--- config.mk ---
export PLATFORM = sky130hd
export DESIGN_NAME = afk_atan2
export DESIGN_NICKNAME = d
export VERILOG_FILES = /design/src/afk_pkg.sv /design/src/afk_atan2.sv
export SDC_FILE = /design/constraint.sdc
export NUM_CORES = 2
export LEC_CHECK = 0
export BUFFER_PORTS_ARGS = -buffer_cell sky130_fd_sc_hd__buf_2
export CAP_MARGIN = 40
export CELL_PAD_IN_SITES_DETAIL_PLACEMENT = 1
export CELL_PAD_IN_SITES_GLOBAL_PLACEMENT = 1
export CORE_UTILIZATION = 35
export DETAILED_ROUTE_END_ITERATION = 10
export PLACE_DENSITY = 0.66
export SLEW_MARGIN = 20
export SYNTH_ARGS = -nofsm -noshare
export SYNTH_HDL_FRONTEND = slang
export SYNTH_SLANG_ARGS = --single-unit
--- constraint.sdc ---
create_clock -name clk -period 5.2 [get_ports clk]
set_input_delay 0.52 -clock clk [delete_from_list [all_inputs] [get_ports clk]]
set_output_delay 0.52 -clock clk [all_outputs]
set_load 0.03 [all_outputs]
--- src/afk_pkg.sv ---
package afk_pkg;

	// port widths fixed by the field formats
	localparam int ANGLE_W = 16;
	localparam int POS_W   = 16;
	localparam int THR_W   = 15;

	localparam logic [THR_W-1:0] GIMBAL_THRESHOLD_RESET = 15'd32440;

	// geometry and angle constants in Q30
	localparam longint Q30_PI       = 64'sd3373259426;
	localparam longint Q30_TWO_PI   = 64'sd6746518852;
	localparam longint Q30_HALF_PI  = 64'sd1686629713;
	localparam longint Q30_GAIN     = 64'sd652032874;
	localparam longint Q30_OFF_PI   = 64'sd3373256577;
	localparam longint Q30_OFF_HALF = 64'sd1686848406;
	localparam longint Q30_LEN_A    = 64'sd236223201;
	localparam longint Q30_LEN_B    = 64'sd59055800;
	localparam longint Q30_LEN_C    = 64'sd318793948;
	localparam longint Q30_BASE_Z   = 64'sd128849019;

	// arctangent of 2^-i in Q30
	localparam int ATAN_LEN = 24;
	localparam longint ATAN_Q30 [0:ATAN_LEN-1] = '{
		64'sd843314857, 64'sd497837829, 64'sd263043837, 64'sd133525159,
		64'sd67021687, 64'sd33543516, 64'sd16775851, 64'sd8388437,
		64'sd4194283, 64'sd2097149, 64'sd1048576, 64'sd524288,
		64'sd262144, 64'sd131072, 64'sd65536, 64'sd32768,
		64'sd16384, 64'sd8192, 64'sd4096, 64'sd2048,
		64'sd1024, 64'sd512, 64'sd256, 64'sd128
	};

	// round a Q30 constant to frac fraction bits, half up
	function automatic longint rnd_q30(input longint c, input int frac);
		int s;
		s = 30 - frac;
		if (s <= 0) begin
			return c;
		end
		return (c + (longint'(1) <<< (s - 1))) >>> s;
	endfunction

endpackage

--- src/afk_atan2.sv ---
module afk_atan2 #(
	parameter int WORD_BITS    = 16,
	parameter int CORDIC_STEPS = 16,
	parameter int SIDE_W       = 1
) (
	input  logic                        clk,
	input  logic                        arst_n,
	input  logic                        in_valid,
	input  logic signed [WORD_BITS+3:0] y_in,
	input  logic signed [WORD_BITS+3:0] x_in,
	input  logic [SIDE_W-1:0]           in_side,
	output logic                        out_valid,
	output logic signed [WORD_BITS+3:0] angle,
	output logic [SIDE_W-1:0]           out_side
);

	localparam int W    = WORD_BITS + 4;
	localparam int FRAC = WORD_BITS - 2;
	localparam int S    = CORDIC_STEPS;

	localparam logic signed [W-1:0] HP = W'(afk_pkg::rnd_q30(afk_pkg::Q30_HALF_PI, FRAC));

	// stage 0 quadrant fix, then one stage per vectoring step
	logic                v_s    [0:S];
	logic [SIDE_W-1:0]   side_s [0:S];
	logic                zero_s [0:S];
	logic signed [W-1:0] x_s    [0:S];
	logic signed [W-1:0] y_s    [0:S];
	logic signed [W-1:0] z_s    [0:S];

	// valid chain
	always_ff @(posedge clk or negedge arst_n) begin
		if (!arst_n) begin
			for (int k = 0; k <= S; k++) begin
				v_s[k] <= 1'b0;
			end
		end else begin
			v_s[0] <= in_valid;
			for (int k = 0; k < S; k++) begin
				v_s[k+1] <= v_s[k];
			end
		end
	end

	// sideband and zero-vector flag
	always_ff @(posedge clk) begin
		side_s[0] <= in_side;
		zero_s[0] <= (x_in == '0) && (y_in == '0);
		for (int k = 0; k < S; k++) begin
			side_s[k+1] <= side_s[k];
			zero_s[k+1] <= zero_s[k];
		end
	end

	// left half plane turned by a quarter
	always_ff @(posedge clk) begin
		if (x_in < 0) begin
			if (y_in >= 0) begin
				x_s[0] <= y_in;
				y_s[0] <= -x_in;
				z_s[0] <= HP;
			end else begin
				x_s[0] <= -y_in;
				y_s[0] <= x_in;
				z_s[0] <= -HP;
			end
		end else begin
			x_s[0] <= x_in;
			y_s[0] <= y_in;
			z_s[0] <= '0;
		end
	end

	// vectoring stages
	for (genvar i = 0; i < S; i++) begin : g_step
		localparam logic signed [W-1:0] K = W'(afk_pkg::rnd_q30(afk_pkg::ATAN_Q30[i], FRAC));
		always_ff @(posedge clk) begin
			if (y_s[i] >= 0) begin
				x_s[i+1] <= x_s[i] + (y_s[i] >>> i);
				y_s[i+1] <= y_s[i] - (x_s[i] >>> i);
				z_s[i+1] <= z_s[i] + K;
			end else begin
				x_s[i+1] <= x_s[i] - (y_s[i] >>> i);
				y_s[i+1] <= y_s[i] + (x_s[i] >>> i);
				z_s[i+1] <= z_s[i] - K;
			end
		end
	end

	assign out_valid = v_s[S];
	assign out_side  = side_s[S];
	assign angle     = zero_s[S] ? '0 : z_s[S];

endmodule
# Word-level counts from Yosys, hierarchy flattened
# Memory sizes are Yosys's and may differ from the RTL's.
# Cells that the tools add are included.
# classes
add_sub_neg	97
order_cmp	18
bitwise_logic	54
n_reduce_logical	3
muxes	110
# ops
cell	n
20-bit 2-to-1 mux	55
20-bit by 1-bit >= comparator with 1-bit output, second input constant	17
1-bit 2-to-1 mux	55
1-bit OR	54
20-bit by 10-bit adder with 20-bit output	2
20-bit by 11-bit adder with 20-bit output	2
20-bit by 11-bit adder with 20-bit output, second input constant	2
20-bit by 12-bit adder with 20-bit output	2
20-bit by 13-bit adder with 20-bit output	2
20-bit by 14-bit adder with 20-bit output	2
20-bit by 15-bit adder with 20-bit output	2
20-bit by 16-bit adder with 20-bit output	2
20-bit by 17-bit adder with 20-bit output	2
20-bit by 18-bit adder with 20-bit output	2
20-bit by 19-bit adder with 20-bit output	2
20-bit by 2-bit adder with 20-bit output, second input constant	2
20-bit by 5-bit adder with 20-bit output	2
20-bit by 6-bit adder with 20-bit output	2
20-bit by 7-bit adder with 20-bit output	2
20-bit by 8-bit adder with 20-bit output	2
20-bit by 9-bit adder with 20-bit output	2
20-bit logical NOT	2
20-bit negator	2
20-bit by 10-bit subtractor with 20-bit output	2
other kinds (44)	61
# word_totals
n_memories	5
elab_cells	304
inputBits	44
output_inout_bits	22
register_bits	17
mem_bits_rw	1054
# memory_table
name	depth	word_bits	rd	rd_ports_with_merged_regs	wr	line	rtl
x_s	17	20	16	0	17	afk_atan2.sv:27	logic signed [W-1:0] x_s [0:S];
y_s	17	20	16	0	17	afk_atan2.sv:28	logic signed [W-1:0] y_s [0:S];
z_s	17	20	17	0	17	afk_atan2.sv:29	logic signed [W-1:0] z_s [0:S];
side_s	17	1	17	0	17	afk_atan2.sv:25	logic [SIDE_W-1:0] side_s [0:S];
zero_s	17	1	17	0	17	afk_atan2.sv:26	logic zero_s [0:S];

# Logic depth before layout (Yosys ltp)
# depth
depth_word	6
ltp_mapped	18
depth_no_buf	18

# Worst setup path before layout
# OpenSTA, ideal clock, no wires.
# synth_timing
path_type	register to register
startpoint	memory x_s[12][17] (netlist name)
endpoint	memory y_s[13][19] (netlist name)
t_required_ns	5.128
t_arrival_ns	3.826
stages_incl_launch_ff	18
n_path_buf	1
path_slack_ns	1.302
period_less_slack_ns	3.898
cell_sequence	dfxtp_1 -> or3_1 -> or3b_2 -> or3_1 -> clkbuf_1 -> ha_1 -> nand2_1 -> o21ai_0 -> ha_1 -> a21o_1 -> a21o_1 -> a21oi_1 -> o21ai_0 -> o21ba_2 -> o21ai_0 -> a211o_1 -> a21oi_1 -> xnor2_1
# synth_rtl
element	line
from (decl)	afk_atan2.sv:27
to (decl)	afk_atan2.sv:28

==> results by group <==
Floorplan
  – Die area: about 180000 µm²
  – Die Y: approximately 420 µm
  – IO Pins: between 60 and 70
  – Die Wd: approximately 420 µm
  – FP Rows: ~150
  – Initial Util: about a third
  – Core area: ~170000 µm²

Placement
  – IO Port Bufs: 64
  – Post-DP HPWL: about 130000 µm
  – Placer Congestion: between 0.8 and 0.9

Synth
  – Top-area cell type share of the netlist area: about 29%
  – Post-synth EDFFs: 43
  – Area leader, netlist: dfxtp_1
  – Cells after Synth: between 6000 and 7000
  – Share of the yosys chip area belonging to registers: about a third
  – Syn_area_per_cell: between 8 and 9 µm²
  – Main synth FF type: dfxtp_1
  – Asr flop ratio synth: 1.81%
  – Register bit total from synthesis: 939
  – Yosys warns: 0
  – Distinct cell type count after synthesis: 84
  – Top cells by area, synth: dfxtp_1 (29%), ha_1 (16%), xnor2_1 (9.1%), xor2_1 (4.8%), a21oi_1 (4.5%)
  – Mapped cell area: between 60000 and 70000 µm²

Global routing
  – Largest net degree at the start of global routing: 82
  – Busiest layer in global routing: met2
  – Grt met3 use: ~2.1%
  – Number of antenna violations at the first check in global routing: 1
  – Grt ovf: 0
  – Vias in the first global route: around 50000
  – GR Util met1: a little under a quarter
  – Gr usage total: between 15 and 20%
  – First-pass GRT wire length: between 200000 and 300000 µm
  – Met2 usage: 30.7%

Worst setup path
  – Critical Path Start Type: register
  – CP max FO: 7
  – Crit path kind: reg -> reg
  – Crit path capture type: register
  – Critical path data arrival time: approximately 4900 ps
  – Required @ worst endpoint: 5890 ps

Timing
  – Achievable frequency: around 0.24 GHz
  – RSZ-0062 raised after global routing: false
  – Max-slew violations: 0
  – Fin crit period: ~4200 ps
  – Final period util: between 80 and 90%
  – Setup TNS: 0 ps
  – Clock skew: roughly 42 ps
  – Final hold violation count: 0
  – Final setup vio count: 0
  – Max_slew headroom: approximately 36%
  – Worst-Margin Slew: approximately 950 ps

CTS
  – Post-cts resize count: 0
  – Clock Latency Late Sink: roughly 750 ps
  – CTS Hold Buffers Added: 3
  – CTS Buf Count: roughly 110
  – Reg clk slew, reported paths: ~60 ps
  – Clock root buffer: clkbuf_16
  – Post-CTS Setup Repair Bufs: 0
  – Clock Sinks: ~940
  – CTS tree: built
  – Clk buf depth: 3
  – H-Tree Depth: 3

Cells and area
  – Commonest non-fill, non-tap cells in the layout: dfxtp_1 (878), ha_1 (780), xnor2_1 (641), nor2_1 (564), a21oi_1 (554)
  – Share of post-route cells with drive strength above 1: 4.98%
  – Area growth, synth to finish: 12.1%
  – # fillers: a little over 20000
  – Inserted Diodes: 0
  – Commonest non-fill, non-tap cell in the layout: dfxtp_1
  – Layout net count: roughly 8100

Route
  – Routed wire length: between 150000 and 200000 µm
  – DR vias: slightly below 50000
  – Residual DRC: 0
  – DR iter-0 viols: roughly 1800
  – Via/cell ratio: between 5 and 6
  – First-pass detailed-route iteration total: 5
  – Routed wire length per instance: approximately 17 µm
  – Antenna Nets Post-Route: 0

Run status
  – Status: finished clean

Job
  – Max Cap Violations: 0

Min path
  – HP Class: in -> reg
registers in the layout (all words and copies together) (netlist names):
register,cells
v_s,16
x_s,285
out_valid,1
z_s,302
zero_s,17
side_s,17
y_s,301
Yosys cell counts, types with 39 or more instances:
cell and n:
o31ai_1 94, nor2_1 564, o21bai_1 105, ha_1 780, nor2b_1 107, and3_1 67, clkbuf_1 102, dfxtp_1 879
edfxtp_1 43, nor4_1 50, nand4_1 39, fa_1 41, nand2_1 453, xor2_1 335, a21oi_1 554, nor3_1 198
xnor2_1 641, nand3_1 146, o21a_1 71, a31oi_1 56, o21ai_0 355, inv_1 340, nand2b_1 101, or4_1 44
a21o_1 196, or3_1 99, a211oi_1 52
worst max-delay path, stage by stage, from the launching register on:
cell     delay (ps)
dfxtp_1         330
or3_1           390
or3b_2          490
or3_1           420
ha_1            310
nand2_1          60
o21ai_0          90
ha_1            400
a21o_1          220
a21o_1          170
a21oi_1         160
o21ai_0          90
o21ba_2         260
o21ai_0         170
a211o_1         290
a21oi_1         180
xnor2_1         130
layer usage:
metal	vias to the layer above	share of wire, %	routed length (µm)
met2	383	48	75700
met3	182	2.3	3630
met1	23800	48	76700
met4	0	2.0	3110
met5	-	0	0
li1	25200	-	-
cell families after synthesis:
| logic type | share of synthesized area [%] |
|---|---|
| compound gates | 18.3 |
| xor+xnor | 13.9 |
| fa+ha+maj | 17.3 |
| buf+inv | 2.85 |
| flops | 31.4 |
| mux | 0.570 |
| other cells | 0.0122 |
| simple gates | 15.6 |
final cells by class:
cell class,count,area (µm²),share of cell area (%)
multi-input cells,5704,40800,59.3
flip-flops and latches,939,19300,28.1
clock buffers,144,3160,4.58
well taps,2325,2910,4.23
inverters,343,1290,1.87
clock inverters,60,774,1.13
repair buffers,97,582,0.845
per-stage QoR:
stage | cell area (µm²) | hold WS, ps | cells | setup slack, ps | util, %
final | 68800 | 109 | 9612 | 996 | 39.6
after global routing | 68800 | 88.2 | 9612 | 675 | 39.6
after CTS | 68800 | 28.7 | 9610 | 1010 | 39.5
after detailed placement | 64900 | 313 | 9403 | 1000 | 37.3
after global placement | 64800 | 311 | 9400 | 930 | 37.3
after floorplan | 61900 | 224 | 7106 | 1300 | -
worst paths after layout:
| path | endpoint | start | cells after the start | slack (ps) |
|---|---|---|---|---|
| max | y_s[13][19] | x_s[12][17] | 16 | 1000 |
| min | zero_s[0][0] | x_in[18] | 4 | 110 |
| max reg2reg | y_s[13][19] | x_s[12][17] | 16 | 1000 |
| min reg2reg | z_s[6][2] | z_s[5][2] | 0 | 320 |
| max in group asynchronous | v_s[16] | arst_n | 2 | 4720 |
| min in group asynchronous | v_s[2] | arst_n | 2 | 210 |
Power is left out: the tool's default activity adds up to more than one toggle a clock period on the data nets, which glitch-free logic cannot reach.
