[config.mk]
export PLATFORM = sky130hd
export DESIGN_NAME = afk_sincos
export DESIGN_NICKNAME = d
export VERILOG_FILES = /design/src/afk_pkg.sv /design/src/afk_sincos.sv
export SDC_FILE = /design/constraint.sdc
export NUM_CORES = 2
export LEC_CHECK = 0
export BUFFER_PORTS_ARGS = -buffer_cell sky130_fd_sc_hd__clkbuf_2
export CORE_UTILIZATION = 25
export CTS_CLUSTER_DIAMETER = 60
export DETAILED_ROUTE_END_ITERATION = 6
export GPL_ROUTABILITY_DRIVEN = 0
export PLACE_DENSITY = 0.35
export SLEW_MARGIN = 20
export SYNTH_ARGS = -nofsm -noshare
export SYNTH_HDL_FRONTEND = slang
export SYNTH_SLANG_ARGS = --single-unit
[constraint.sdc]
create_clock -name clk -period 9.9 [get_ports clk]
set_clock_uncertainty 0.2 [all_clocks]
set_input_delay 2.97 -clock clk [delete_from_list [all_inputs] [get_ports clk]]
set_output_delay 2.97 -clock clk [all_outputs]
set_load 0.05 [all_outputs]
[src/afk_pkg.sv]
package afk_pkg;

	// port widths fixed by the field formats
	localparam int ANGLE_W = 16;
	localparam int POS_W   = 16;
	localparam int THR_W   = 15;

	localparam logic [THR_W-1:0] GIMBAL_THRESHOLD_RESET = 15'd32440;

	// geometry and angle constants in Q30
	localparam longint Q30_PI       = 64'sd3373259426;
	localparam longint Q30_TWO_PI   = 64'sd6746518852;
	localparam longint Q30_HALF_PI  = 64'sd1686629713;
	localparam longint Q30_GAIN     = 64'sd652032874;
	localparam longint Q30_OFF_PI   = 64'sd3373256577;
	localparam longint Q30_OFF_HALF = 64'sd1686848406;
	localparam longint Q30_LEN_A    = 64'sd236223201;
	localparam longint Q30_LEN_B    = 64'sd59055800;
	localparam longint Q30_LEN_C    = 64'sd318793948;
	localparam longint Q30_BASE_Z   = 64'sd128849019;

	// arctangent of 2^-i in Q30
	localparam int ATAN_LEN = 24;
	localparam longint ATAN_Q30 [0:ATAN_LEN-1] = '{
		64'sd843314857, 64'sd497837829, 64'sd263043837, 64'sd133525159,
		64'sd67021687, 64'sd33543516, 64'sd16775851, 64'sd8388437,
		64'sd4194283, 64'sd2097149, 64'sd1048576, 64'sd524288,
		64'sd262144, 64'sd131072, 64'sd65536, 64'sd32768,
		64'sd16384, 64'sd8192, 64'sd4096, 64'sd2048,
		64'sd1024, 64'sd512, 64'sd256, 64'sd128
	};

	// round a Q30 constant to frac fraction bits, half up
	function automatic longint rnd_q30(input longint c, input int frac);
		int s;
		s = 30 - frac;
		if (s <= 0) begin
			return c;
		end
		return (c + (longint'(1) <<< (s - 1))) >>> s;
	endfunction

endpackage

[src/afk_sincos.sv]
module afk_sincos #(
	parameter int WORD_BITS    = 16,
	parameter int CORDIC_STEPS = 16,
	parameter int SIDE_W       = 1
) (
	input  logic                      clk,
	input  logic                      arst_n,
	input  logic                      in_valid,
	input  logic signed [WORD_BITS+3:0] theta,
	input  logic [SIDE_W-1:0]         in_side,
	output logic                      out_valid,
	output logic signed [WORD_BITS+3:0] sin_val,
	output logic signed [WORD_BITS+3:0] cos_val,
	output logic [SIDE_W-1:0]         out_side
);

	localparam int W    = WORD_BITS + 4;
	localparam int FRAC = WORD_BITS - 2;
	localparam int S    = CORDIC_STEPS;

	localparam logic signed [W-1:0] PI   = W'(afk_pkg::rnd_q30(afk_pkg::Q30_PI, FRAC));
	localparam logic signed [W-1:0] TP   = W'(afk_pkg::rnd_q30(afk_pkg::Q30_TWO_PI, FRAC));
	localparam logic signed [W-1:0] HP   = W'(afk_pkg::rnd_q30(afk_pkg::Q30_HALF_PI, FRAC));
	localparam logic signed [W-1:0] GAIN = W'(afk_pkg::rnd_q30(afk_pkg::Q30_GAIN, FRAC));

	// stage 0 wrap, stage 1 fold, then one stage per rotation, then sign fix
	logic                v_s    [0:S+2];
	logic [SIDE_W-1:0]   side_s [0:S+2];
	logic signed [W-1:0] wrap_s;
	logic signed [W-1:0] x_s    [0:S];
	logic signed [W-1:0] y_s    [0:S];
	logic signed [W-1:0] z_s    [0:S];
	logic                neg_s  [0:S];
	logic signed [W-1:0] sin_q, cos_q;

	// valid chain
	always_ff @(posedge clk or negedge arst_n) begin
		if (!arst_n) begin
			for (int k = 0; k <= S + 2; k++) begin
				v_s[k] <= 1'b0;
			end
		end else begin
			v_s[0] <= in_valid;
			for (int k = 0; k < S + 2; k++) begin
				v_s[k+1] <= v_s[k];
			end
		end
	end

	// sideband chain
	always_ff @(posedge clk) begin
		side_s[0] <= in_side;
		for (int k = 0; k < S + 2; k++) begin
			side_s[k+1] <= side_s[k];
		end
	end

	// wrap into [-pi, pi]
	always_ff @(posedge clk) begin
		if (theta > PI) begin
			wrap_s <= theta - TP;
		end else if (theta < -PI) begin
			wrap_s <= theta + TP;
		end else begin
			wrap_s <= theta;
		end
	end

	// fold into [-pi/2, pi/2] and seed the rotation
	always_ff @(posedge clk) begin
		x_s[0] <= GAIN;
		y_s[0] <= '0;
		if (wrap_s > HP) begin
			z_s[0]   <= wrap_s - PI;
			neg_s[0] <= 1'b1;
		end else if (wrap_s < -HP) begin
			z_s[0]   <= wrap_s + PI;
			neg_s[0] <= 1'b1;
		end else begin
			z_s[0]   <= wrap_s;
			neg_s[0] <= 1'b0;
		end
	end

	// rotation stages
	for (genvar i = 0; i < S; i++) begin : g_step
		localparam logic signed [W-1:0] K = W'(afk_pkg::rnd_q30(afk_pkg::ATAN_Q30[i], FRAC));
		always_ff @(posedge clk) begin
			neg_s[i+1] <= neg_s[i];
			if (z_s[i] >= 0) begin
				x_s[i+1] <= x_s[i] - (y_s[i] >>> i);
				y_s[i+1] <= y_s[i] + (x_s[i] >>> i);
				z_s[i+1] <= z_s[i] - K;
			end else begin
				x_s[i+1] <= x_s[i] + (y_s[i] >>> i);
				y_s[i+1] <= y_s[i] - (x_s[i] >>> i);
				z_s[i+1] <= z_s[i] + K;
			end
		end
	end

	// undo the fold
	always_ff @(posedge clk) begin
		if (neg_s[S]) begin
			cos_q <= -x_s[S];
			sin_q <= -y_s[S];
		end else begin
			cos_q <= x_s[S];
			sin_q <= y_s[S];
		end
	end

	assign out_valid = v_s[S+2];
	assign out_side  = side_s[S+2];
	assign sin_val   = sin_q;
	assign cos_val   = cos_q;

endmodule

== Yosys cells after proc, flatten, opt, wreduce, memory -nomap -nowiden ==
Memories as Yosys holds them, arrays and structs flattened.
Cells that the tools add are included.
Word-level totals
  memories: 5
  register bits: 79
  word-level logic and storage cells: 312
  input bits: 24
  memory bits (writable): 1056
  output and inout bits: 42
Memories
  x_s: words 17, width 20, rd ports 17, clocked after Yosys merged registers in 0, write ports 17, RTL line afk_sincos.sv:30  | logic signed [W-1:0] x_s [0:S];
  y_s: words 17, width 20, rd ports 17, clocked after Yosys merged registers in 0, write ports 17, RTL line afk_sincos.sv:31  | logic signed [W-1:0] y_s [0:S];
  z_s: words 17, width 20, rd ports 16, clocked after Yosys merged registers in 0, write ports 17, RTL line afk_sincos.sv:32  | logic signed [W-1:0] z_s [0:S];
  side_s: words 19, width 1, rd ports 19, clocked after Yosys merged registers in 0, write ports 19, RTL line afk_sincos.sv:28  | logic [SIDE_W-1:0] side_s [0:S+2];
  neg_s: words 17, width 1, rd ports 17, clocked after Yosys merged registers in 0, write ports 17, RTL line afk_sincos.sv:33  | logic neg_s [0:S];
Operators by class
  bitwise gates (word level): 52
  $lt $le $gt $ge: 20
  multiplexer cells: 112
  $add $sub $neg: 101
Operator list (count)
  $mux 20: 54
  $ge 20x1->1 const B: 16
  $mux 1: 58
  $or 1x1->1: 52
  $add 20x10->20: 2
  $add 20x11->20: 2
  $add 20x11->20 const B: 2
  $add 20x12->20: 2
  $add 20x13->20: 2
  $add 20x14->20: 2
  $add 20x15->20: 2
  $add 20x16->20: 2
  $add 20x17->20: 2
  $add 20x18->20: 2
  $add 20x19->20: 2
  $add 20x2->20 const B: 2
  $add 20x5->20: 2
  $add 20x6->20: 2
  $add 20x7->20: 2
  $add 20x8->20: 2
  $add 20x9->20: 2
  $neg 20->20: 2
  $sub 20x10->20: 2
  $sub 20x11->20: 2
  other kinds (49): 65

== Logic depth before layout (Yosys ltp) ==
  depth after elaboration: 6
  depth in mapped cells: 21
  gate-level depth less buffers: 20

== Worst setup path after synthesis ==
OpenSTA, ideal clock, no wires.
  path type: input-to-reg
  from: in theta[7]
  to: reg wrap_s[16]
  path buffers: 2
  arrival: 4625 ps
  library setup time: 125 ps
  cell stages on the path: 10
  data required time: 9575 ps
  path slack: 4950 ps
  cell sequence: buf_2 > or3_1 > o21ai_1 > a21oi_1 > o311a_1 > nor4_2 > nor2_1 > buf_2 > a31oi_1 > xnor2_1
Between the ends
  word-level cells in the longest chain between the ends: 3
  elaborated cells between the ends (all ways): 6
  those cells by class: 2 x add/sub; 2 x order compare; 2 x mux
RTL lines
  start, declared: RTL line afk_sincos.sv:9  | input logic signed [WORD_BITS+3:0] theta,
  $add 20x18->20 or $lt 20x17->1 (tied branches): RTL line afk_sincos.sv:63, afk_sincos.sv:62
  $mux 20: RTL line afk_sincos.sv:62  | end else if (theta < -PI) begin
  $mux 20 (*): RTL line afk_sincos.sv:60  | if (theta > PI) begin
  end signal, assigned: RTL line afk_sincos.sv:61  | wrap_s <= theta - TP;
  end signal, assigned: RTL line afk_sincos.sv:63  | wrap_s <= theta + TP;
  end signal, assigned: RTL line afk_sincos.sv:65  | wrap_s <= theta;
  end, declared: RTL line afk_sincos.sv:29  | logic signed [W-1:0] wrap_s;
Mark *: on every way between the ends. The rest lies on a longest branch, timed or not.

==> impl_metrics.csv <==
group,metric,value,unit
status,outcome,"completed",
clocking,path_clk_slew,0.06,ns
timing,maxSlewHeadroom,0.328,
worst_setup_path,slowest_stage,"clkinv_1",
cells_and_area,nNetsFinal,8334,
floorplan,row_count,185,
clocking,h-tree-depth,4,
floorplan,ios,66,
clocking,postCtsSetupBuffers,0,
worst_hold_path,min_path_cells,0,
flow_run,cap_violations,0,
synthesis,syn_inst,7242,
timing,setup_violations,0,
detailed_routing,wl_per_cell,16.5,um
clocking,clk_latency,0.80,ns
worst_setup_path,crit_family,"simple AND/OR/NAND/NOR gates",
worst_setup_path,end_kind,"flip-flop",
clocking,cts-root-buf,"clkbuf_16",
timing,min_period,5.14,ns
detailed_routing,route.antenna.remaining_nets,0,
detailed_routing,dr.first_iter.drc_count,2378,
detailed_routing,vias,50400,
worst_setup_path,crit_top_cell,"a21oi_1",
worst_setup_path,cp_slowest_stage_delay,0.71,ns
clocking,cts-buffers-inserted,147,
placed_design,dp_hpwl,147,mm
floorplan,die_y,509,um
timing,hold_slack,0.121,ns
cells_and_area,ff_latch_area,20600,um2
synthesis,synth_top_flop_cell,"dfxtp_1",
synthesis,synth_edf_count,21,
worst_setup_path,worstRegToRegCells,19,
synthesis,yosysWarningCount,0,
clocking,hold_buffers,0,
worst_setup_path,cp.depth,19,
floorplan,start_util,0.252,
timing,hold_viol,0,
synthesis,synth.cell_area,64400,um2
grt,grt.total_usage,0.138,
synthesis,synthTopCellsByArea,"dfxtp_1 30%, ha_1 17%, xnor2_1 9.2%, a21oi_1 5.0%, xor2_1 3.9%",
worst_setup_path,cp_num_buf_inv,3,
clocking,cts_sinks,1012,
synthesis,ys_seq_elements,1012,
worst_setup_path,arrival,5.61,ns
floorplan,dieArea,259000,um2
synthesis,synth-seq-area-share,0.320,
cells_and_area,multi_input_area,42100,um2
cells_and_area,utilization,0.290,
grt,grt-ovfl-total,0,
worst_setup_path,worstSetupStartpointType,"flip-flop",
grt,first_global_vias,50700,
cells_and_area,nFillCells,27000,
synthesis,async_flop_share,0.0188,
timing,finalCritPeriodShare,0.519,
clocking,cts_resized,0,
timing,fin_setup_tns,0,ns
synthesis,syn_avg_cell_area,8.89,um2
detailed_routing,drc,0,
floorplan,die_w,509,um
timing,max_freq,195,MHz
worst_setup_path,required,10.37,ns
synthesis,yosys.area.top_type,"dfxtp_1",
clocking,cts_tree,"done",
grt,grt_start_max_net_pins,42,
worst_hold_path,hold_class,"flip-flop to flip-flop",
detailed_routing,vias_per_cell,4.63,
placed_design,port_buffers,65,
grt,grt_pass1_wl,285,mm
timing,tightest_slew,1.00,ns
detailed_routing,routed_wl,180,mm
timing,slew_violations,0,
worst_setup_path,cp_cell_sequence,"inv_1 -> ha_1 -> nor4b_1 -> and3_1 -> nor2_2 -> buf_4 -> clkinv_1 -> nor2_1 -> a21oi_1 -> ha_1 -> a21oi_1 -> o21ai_0 -> nor3_1 -> nor2b_1 -> o31ai_1 -> o41ai_1 -> o21bai_1 -> a21oi_1 -> xnor2_1",
worst_setup_path,critPathMaxFanout,25,
synthesis,ys_types,102,
synthesis,synth_top_area_frac,0.302,
timing,rsz0062_at_grt,"false",
floorplan,core_area,255000,um2
clocking,cts_max_path_buffers,3,
grt,antenna_found_initial,4,
cells_and_area,synthToLayoutAreaGrowth,14.9,%
cells_and_area,drive_above_1_share,0.0594,
worst_setup_path,critPathKind,"flip-flop to flip-flop",
detailed_routing,first_pass_iters,5,
flip-flops by register name (all words and copies together), names as in the netlist:
| name | cells |
|---|---|
| x_s | 298 |
| v_s | 18 |
| neg_s | 17 |
| z_s | 301 |
| out_valid | 1 |
| y_s | 298 |
| cos_val | 20 |
| wrap_s | 20 |
| side_s | 19 |
| sin_val | 20 |
path summary, 6_finish.rpt:
kind / startpoint / end / slack, ns
min in group asynchronous: arst_n / v_s[18] / 1.92
max: z_s[13][18] / x_s[14][19] / 4.76
min reg2reg: side_s[2] / side_s[3] / 0.12
max reg2reg: z_s[13][18] / x_s[14][19] / 4.76
max in group asynchronous: arst_n / out_valid / 7.27
min: side_s[2] / side_s[3] / 0.12
layout make-up:
cell class / count / share of cell area
Inverter: 379 / 0.0192
Clock inverter: 78 / 0.0147
Timing Repair Buffer: 87 / 0.00663
Sequential cell: 1012 / 0.278
Multi-Input combinational cell: 5788 / 0.570
Tap cell: 3366 / 0.0570
Antenna cell: 1 / 0.0000338
Clock buffer: 184 / 0.0548
cell usage after synthesis (53+ instances only):
master    number
nand2_1      472
a211oi_1      67
xor2_1       285
a21o_1       198
nor2_1       597
nor2b_1       81
a31oi_1       53
nand3_1      118
dfxtp_1      972
o21ai_0      364
o31ai_1       71
o21bai_1     105
a21oi_1      646
inv_1        373
xnor2_1      673
o21ai_1       64
o21a_1       101
nor3_1       169
or3_1         60
nor4_1        92
clkbuf_1      72
nand2b_1      88
ha_1         849
layout by cell type (no fill, tap or decap), types with 118 or more instances in the layout:
| master | instances |
|---|---|
| inv_1 | 372 |
| dfxtp_1 | 972 |
| xnor2_1 | 673 |
| nand3_1 | 118 |
| o21ai_0 | 364 |
| clkbuf_16 | 149 |
| nor2_1 | 592 |
| nand2_1 | 472 |
| xor2_1 | 285 |
| a21o_1 | 198 |
| ha_1 | 849 |
| a21oi_1 | 646 |
| nor3_1 | 169 |
per-layer routing:
metal  up-vias  part of all wire  routed length, um  GRT usage
met5         -                 0                  0          0
met4         0             0.024               4370     0.0388
met3       216             0.027               4940     0.0208
met2       538              0.48              86200      0.242
met1     23400              0.47              84800      0.174
li1      26200                 -                  -          -
through the flow:
stage	cells	worst slack, ns	instance area, um2
5_1_grt	10900	4.28	73900
6_report	10900	4.76	73900
3_5_place_dp	10600	4.58	68800
2_1_floorplan	7263	4.95	64400
4_1_cts	10900	4.57	73900
3_3_place_gp	10600	4.65	68800
logic make-up (layout without fill, tap and decap cells):
family | Yosys count | count (layout) | synth area share
AO/OA/AOI/OAI | 1968 | 1968 | 0.195
XOR/XNOR | 959 | 959 | 0.131
adder cells (fa/ha/maj) | 896 | 896 | 0.180
buffers and inverters | 463 | 728 | 0.0278
flip-flops | 1012 | 1012 | 0.320
multiplexers | 40 | 40 | 0.00649
other | 1 | 23 | 0.0000583
AND/OR/NAND/NOR | 1903 | 1903 | 0.141
Power is not shown: default switching activity piles up to over one toggle a cycle in this logic, so the estimate is an artifact.
